File: src/rtl/delimiter_record_splitter_unit_defines.svh
// Assertion macros shared by the delimiter record splitter RTL.
// No dependencies; included by modules that carry concurrent checks.
`ifndef DELIMITER_RECORD_SPLITTER_UNIT_DEFINES_SVH
`define DELIMITER_RECORD_SPLITTER_UNIT_DEFINES_SVH

// Same-cycle implication, disabled during reset.
`define DRS_ASSERT_NOW(label, clk, rst, ante, cons, msg) \
  label: assert property (@(posedge clk) disable iff (rst) (ante) |-> (cons)) \
    else $error(msg);

// Next-cycle implication, disabled during reset.
`define DRS_ASSERT_NEXT(label, clk, rst, ante, cons, msg) \
  label: assert property (@(posedge clk) disable iff (rst) (ante) |=> (cons)) \
    else $error(msg);

`endif

File: src/rtl/drs_pkg.sv
// Shared types and constants for the delimiter record splitter.
// No dependencies; imported by every RTL module of the block.
package drs_pkg;

  localparam int BYTE_W          = 8;
  localparam int PAT_W           = 64;
  localparam int PLEN_W          = 4;
  localparam int PADDR_W         = 4;
  localparam int PDATA_W         = 64;
  localparam int MAX_PATTERN_DEF = 8;

  localparam logic [PAT_W-1:0]  PATTERN_BYTES_RST  = 64'h0000_0000_0000_0A0D;
  localparam logic [PLEN_W-1:0] PATTERN_LENGTH_RST = 4'd2;

  // Register select, taken from paddr bit 3 (8-byte register spacing).
  localparam logic SEL_PATTERN_BYTES  = 1'b0;
  localparam logic SEL_PATTERN_LENGTH = 1'b1;

  typedef struct packed {
    logic              emit;
    logic              is_end;
    logic [BYTE_W-1:0] data;
  } step_result_t;

endpackage

File: src/rtl/drs_window.sv
// Held-byte window and delimiter compare for the record splitter.
// Depends on drs_pkg and the assertion macro header.
`include "delimiter_record_splitter_unit_defines.svh"

module drs_window import drs_pkg::*; #(
  parameter int MAX_PATTERN = MAX_PATTERN_DEF
) (
  input  logic               clk,
  input  logic               rst,
  input  logic               step_en,
  input  logic               clear,
  input  logic [BYTE_W-1:0]  data_byte,
  input  logic [PAT_W-1:0]   pattern_bytes,
  input  logic [PLEN_W-1:0]  pattern_length,
  output step_result_t       res
);

  localparam int CW = $clog2(MAX_PATTERN + 1);

  logic [BYTE_W-1:0] held [MAX_PATTERN];
  logic [BYTE_W-1:0] held_next [MAX_PATTERN];
  logic [BYTE_W-1:0] win [MAX_PATTERN];
  logic [CW-1:0]     held_count;
  logic [CW-1:0]     held_count_next;
  logic [CW-1:0]     len;
  logic              fill;
  logic              mismatch;

  always_comb begin
    if (pattern_length == '0) begin
      len = CW'(1);
    end else if (pattern_length > PLEN_W'(MAX_PATTERN)) begin
      len = CW'(MAX_PATTERN);
    end else begin
      len = CW'(pattern_length);
    end
  end

  always_comb begin
    fill     = (held_count + CW'(1)) < len;
    mismatch = 1'b0;
    for (int i = 0; i < MAX_PATTERN; i++) begin
      if (CW'(i) < held_count) begin
        win[i] = held[i];
      end else if (CW'(i) == held_count) begin
        win[i] = data_byte;
      end else begin
        win[i] = '0;
      end
      if ((CW'(i) < len) && (win[i] != pattern_bytes[i*BYTE_W +: BYTE_W])) begin
        mismatch = 1'b1;
      end
    end

    for (int i = 0; i < MAX_PATTERN; i++) begin
      held_next[i] = held[i];
    end
    if (fill) begin
      for (int i = 0; i < MAX_PATTERN; i++) begin
        if (CW'(i) == held_count) begin
          held_next[i] = data_byte;
        end
      end
      held_count_next = held_count + CW'(1);
    end else if (!mismatch) begin
      held_count_next = '0;
    end else begin
      for (int i = 0; i < MAX_PATTERN - 1; i++) begin
        held_next[i] = win[i+1];
      end
      held_count_next = len - CW'(1);
    end

    res.emit   = !fill;
    res.is_end = !fill && !mismatch;
    res.data   = (!fill && mismatch) ? win[0] : '0;
  end

  always_ff @(posedge clk) begin
    if (rst || clear) begin
      held_count <= '0;
    end else if (step_en) begin
      held_count <= held_count_next;
    end
  end

  always_ff @(posedge clk) begin
    if (step_en) begin
      for (int i = 0; i < MAX_PATTERN; i++) begin
        held[i] <= held_next[i];
      end
    end
  end

  `DRS_ASSERT_NOW(a_held_below_len, clk, rst, 1'b1, held_count < len,
    "held count reached delimiter length")
  `DRS_ASSERT_NOW(a_fill_no_word, clk, rst, step_en && ((held_count + CW'(1)) < len),
    !res.emit, "word produced while window still filling")
  `DRS_ASSERT_NEXT(a_end_drops_window, clk, rst, step_en && res.is_end,
    held_count == '0, "window not dropped after record end")

endmodule

File: src/rtl/delimiter_record_splitter_unit.sv
// Delimiter record splitter top level: config registers and result register.
// Depends on drs_pkg, drs_window and the assertion macro header.
//
// Input channel data_valid/data_ready carries one stream byte per word
// (data_byte, chunk_end; chunk_end does not affect splitting). Output channel
// rec_valid/rec_ready carries one record word: a data byte in out_byte, or a
// record end with is_record_end high and out_byte zero.
// An input word gives zero or one record words. A word is accepted in each
// cycle that data_ready is high; its result is in the output register in the
// cycle after acceptance. Throughput is one byte per cycle while data_ready
// is high, with a combinational compare of held bytes against the delimiter.
// While the receiver stalls with a result waiting, data_ready drops; it
// rises again in the cycle rec_ready is high.
// APB port: pattern_bytes at 0x0, pattern_length at 0x8. Reset loads CRLF,
// length 2, clears the held window and empties the output register.
// Writing pattern_length discards held bytes. Bytes still held at stream
// end stay until pushed out by later bytes.
`include "delimiter_record_splitter_unit_defines.svh"

module delimiter_record_splitter_unit import drs_pkg::*; #(
  parameter int MAX_PATTERN = MAX_PATTERN_DEF
) (
  input  logic               clk,
  input  logic               rst,
  input  logic               psel,
  input  logic               penable,
  input  logic               pwrite,
  input  logic [PADDR_W-1:0] paddr,
  input  logic [PDATA_W-1:0] pwdata,
  output logic [PDATA_W-1:0] prdata,
  output logic               pready,
  input  logic               data_valid,
  output logic               data_ready,
  input  logic [BYTE_W-1:0]  data_byte,
  input  logic               chunk_end,
  output logic               rec_valid,
  input  logic               rec_ready,
  output logic [BYTE_W-1:0]  out_byte,
  output logic               is_record_end
);

  logic [PAT_W-1:0]  pattern_bytes;
  logic [PLEN_W-1:0] pattern_length;
  logic              cfg_wr;
  logic              len_wr;
  logic              data_accept;
  step_result_t      step;

  assign pready      = 1'b1;
  assign cfg_wr      = psel && penable && pwrite && pready;
  assign len_wr      = cfg_wr && (paddr[3] == SEL_PATTERN_LENGTH);
  assign data_ready  = !rec_valid || rec_ready;
  assign data_accept = data_valid && data_ready;

  always_ff @(posedge clk) begin
    if (rst) begin
      pattern_bytes  <= PATTERN_BYTES_RST;
      pattern_length <= PATTERN_LENGTH_RST;
    end else if (cfg_wr) begin
      case (paddr[3])
        SEL_PATTERN_BYTES:  pattern_bytes  <= pwdata;
        SEL_PATTERN_LENGTH: pattern_length <= pwdata[PLEN_W-1:0];
        default: ;
      endcase
    end
  end

  always_comb begin
    case (paddr[3])
      SEL_PATTERN_BYTES:  prdata = pattern_bytes;
      SEL_PATTERN_LENGTH: prdata = PDATA_W'(pattern_length);
      default:            prdata = '0;
    endcase
  end

  drs_window #(
    .MAX_PATTERN (MAX_PATTERN)
  ) u_window (
    .clk            (clk),
    .rst            (rst),
    .step_en        (data_accept),
    .clear          (len_wr),
    .data_byte      (data_byte),
    .pattern_bytes  (pattern_bytes),
    .pattern_length (pattern_length),
    .res            (step)
  );

  always_ff @(posedge clk) begin
    if (rst) begin
      rec_valid <= 1'b0;
    end else if (data_accept) begin
      rec_valid <= step.emit;
    end else if (rec_ready) begin
      rec_valid <= 1'b0;
    end
  end

  always_ff @(posedge clk) begin
    if (data_accept && step.emit) begin
      out_byte      <= step.data;
      is_record_end <= step.is_end;
    end
  end

  `DRS_ASSERT_NEXT(a_emit_shows, clk, rst, data_accept && step.emit, rec_valid,
    "produced word missing from output register")
  `DRS_ASSERT_NOW(a_end_zero_byte, clk, rst, rec_valid && is_record_end,
    out_byte == '0, "record end carries a data byte")
  `DRS_ASSERT_NEXT(a_stall_holds, clk, rst, rec_valid && !rec_ready,
    rec_valid && $stable(out_byte) && $stable(is_record_end), "stalled word changed")

endmodule
File: config.mk
export PLATFORM = sky130hd
export DESIGN_NAME = delimiter_record_splitter_unit
export DESIGN_NICKNAME = d
export VERILOG_FILES = /design/src/rtl/drs_pkg.sv /design/src/rtl/drs_window.sv /design/src/rtl/delimiter_record_splitter_unit.sv
export VERILOG_INCLUDE_DIRS = /design/src /design/src/rtl
export SDC_FILE = /design/constraint.sdc
export NUM_CORES = 1
export LEC_CHECK = 0
export ABC_AREA = 0
export BUFFER_PORTS_ARGS = -buffer_cell sky130_fd_sc_hd__clkbuf_2
export CAP_MARGIN = 20
export CORE_ASPECT_RATIO = 1.4
export CORE_MARGIN = 2
export CORE_UTILIZATION = 56
export CTS_CLUSTER_DIAMETER = 30
export DETAILED_ROUTE_END_ITERATION = 6
export MAX_ROUTING_LAYER = met4
export PLACE_DENSITY_LB_ADDON = 0.1
export SETUP_SLACK_MARGIN = 0.1
export SLEW_MARGIN = 20
export SYNTH_ARGS = -nofsm -noshare
export SYNTH_HDL_FRONTEND = slang
export SYNTH_SLANG_ARGS = --single-unit
File: constraint.sdc
create_clock -name clk -period 4.8 [get_ports clk]
set_input_delay 0.72 -clock clk [delete_from_list [all_inputs] [get_ports clk]]
set_output_delay 0.72 -clock clk [all_outputs]
set_load 0.01 [all_outputs]
==> flow_summary.toml <==
[place]
place_congestion = 0.939
dp_worst_setup_slack_ns = 0.627
dp_hpwl_um = 18000
port-buffer-count = 154
placed_cell_area_um2 = 9440

[logic_synthesis]
netlist.area_leader.share_pct = 25.7
syn-cell-area_um2 = 8550
synth_edf_count = 73
synthArstFlopShare_pct = 0
synthMuxAreaShare_pct = 1.93
synth_fa_ha_area_share_pct = 1.61
ys_ff_latch = 146
seq_area_frac_synth_pct = 42.8
synth-main-ff-cell = "edfxtp_1"
synth_most_common_cell = "nand2_1"
synthTopCellsByArea = "edfxtp_1, dfxtp_1, nand2_1"
synth-compound-area-share_pct = 22.5
syn_nets = 1072
synth_top_family_by_area = "compound AO/OA/AOI/OAI gates"
yosysUniqueCellTypes = 74
synthXorXnorAreaFrac_pct = 4.20
ys_warn_count = 0
syn_avg_cell_area_um2 = 8.75
yosys.area.top_type = "edfxtp_1"
synthSimpleGateAreaFrac_pct = 21.9
syn_inst = 977
ys_top_cells_by_count = "nand2_1, a21oi_1, dfxtp_1, edfxtp_1, clkbuf_1"

[critical_path]
path_cells = "ha_1, nand2_1, xnor2_1, nor2_1, o211ai_1, o31ai_1, a21oi_2, nor3_4, a211oi_1"
path_buf_inv = 0
cp-end-kind = "register"
path_delay_family = "compound AO/OA/AOI/OAI gates"
crit_type = "reg2reg"
slowest_stage = "a211oi_1"
ff2ff_setup_slack_ns = 0.59
critical_path_required_ns = 4.84
worstPathMaxFanout = 20
crit_arrival_ns = 4.26
critPathMaxStageDelay_ns = 0.95
cp-start-kind = "register"

[layout]
nets = 1192
post-route-cell-area_um2 = 10100
ff_latch_area_um2 = 3650
syn_to_final_growth_pct = 18.1
post-route-util_pct = 67.3
n_fill_cell = 1328
multiInputGateArea_um2 = 4500
n_antenna_cell = 0
drive_above_1_share_pct = 21.3

[floorplanning]
coreArea_um2 = 15000
rows = 53
chipWidth_um = 108
num_io_pins = 160
initial_core_util_pct = 57.0
die_area_um2 = 16300
die_y_um = 150

[timing]
period_share_pct = 87.7
tightest_slew_ns = 1.14
slew_headroom_pct = 23.8
rsz0062_at_grt = "no"
finClkSkew_ns = 0.00799
fmaxAchievable_mhz = 237
whs_ns = 0.459
slew_violations = 0
tns_ns = 0
finalHoldViolCount = 0
finalSetupViolCount = 0
fin_crit_ns = 4.21
setup_ws_ns = 0.589

[drt]
vias = 7895
post_drt_wl_per_cell_um = 19.2
wirelength_um = 25000
drt_iter0_markers = 545
drtAntennaViolNets = 0
dr.pass1.iters = 6
drc_errors = 0
routed_via_density = 6.06

[grt]
grt_usage_pct = 32.2
met2_usage_pct = 55.7
first_global_vias = 7336
grt_max_degree = 56
use_met1_pct = 37.5
grt_pass1_wl_um = 38900
grtUsageMet3_pct = 4.55
grt_antenna_before_repair = 0
top_usage_layer = "met2"
overflow = 0

[cts]
ctsHoldBuffers = 0
htree_levels = 4
clk_pin_slew_ns = 0.06
cts_tree = "done"
cts_setup_buffers = 0
cts_resized = 0
numCtsBuffers = 17
cts_sinks = 146
clock_path_buffers = 2
cts_root_buf = "clkbuf_16"
clkLatencyLatePin_ns = 0.43

[power_and_ir_drop]
intPower_mw = 2.97
clkPwrFrac_pct = 30.5
powerDensity_nw_per_um2 = 449
combPwrFrac_pct = 29.6
vdd_drop_max_uv = 262
cellLeakagePower_nw = 4.03
seq_power_share_pct = 39.9
switching_power_mw = 1.56
netSwitchingFraction_pct = 34.4

[hold_path]
min_path_type = "reg2reg"

[run_status]
status = "complete, no violations"

[flow_run]
drv_cap = 0
## cell usage in the layout (no fill, tap or decap), types with 25 or more instances in the layout
cell      Yosys  final
nor2b_1      63     63
edfxtp_1     73     73
nor2_1       44     43
o21ai_0      31     31
a22o_1       34     34
inv_1        25     25
clkbuf_2      0    154
nand2_1     166    166
a22oi_1      40     40
buf_4         3     28
a21oi_1      98     98
dfxtp_1      73     72
## through the flow
stage                     power, mW  cells
final                          4.53   1302
after global routing           4.74   1302
after CTS                      4.51   1302
after detailed placement       3.13   1270
after global placement         3.10   1270
after floorplan                2.72    977
## final timing paths
check,from,to,depth (start not counted)
setup / recovery,u_window.held_count[1],u_window.held[0][20],9
hold / removal,pattern_bytes[52],pattern_bytes[52],2
setup reg to reg,u_window.held_count[1],u_window.held[0][20],9
hold reg to reg,pattern_bytes[52],pattern_bytes[52],2
## logic make-up after synthesis
family,after synthesis
mux,16
simple gates,370
other cells,1
compound gates,286
flops,146
xor+xnor,41
buf+inv,106
fa+ha+maj,11
## registers in the layout, indices dropped and copies added (netlist names)
name and cells:
pattern_bytes 64, u_window.held 64, out_byte 8, pattern_length 4
u_window.held_count 4, is_record_end 1, rec_valid 1
## cell type report
cell class	count	area share, %
inverter	25	0.930
tap	192	2.38
multi-input combinational	725	44.6
clock buffer	21	5.10
timing repair buffer	182	9.72
sequential	146	36.2
clock inverter	11	1.09
## layer usage
metal	vias to the layer above	wire, um
li1	3767	-
met1	3730	9650
met4	0	725
met2	350	13200
met5	-	0
met3	48	1490
## power groups by stage
stage               combinational [mW]  sequential, mW  clock [mW]
finish                            1.34            1.81        1.38
global route                      1.47            1.83        1.44
CTS                               1.31            1.80        1.39
detailed placement                1.30            1.83           0
global placement                  1.28            1.82           0
floorplan                        0.937            1.78           0
## worst min-delay path: stages, from the launching register on
cell and delay, ns:
dfxtp_1 0.31, nand2_1 0.05, a21oi_1 0.05
No activity file was read; power rests on OpenSTA's default activity.
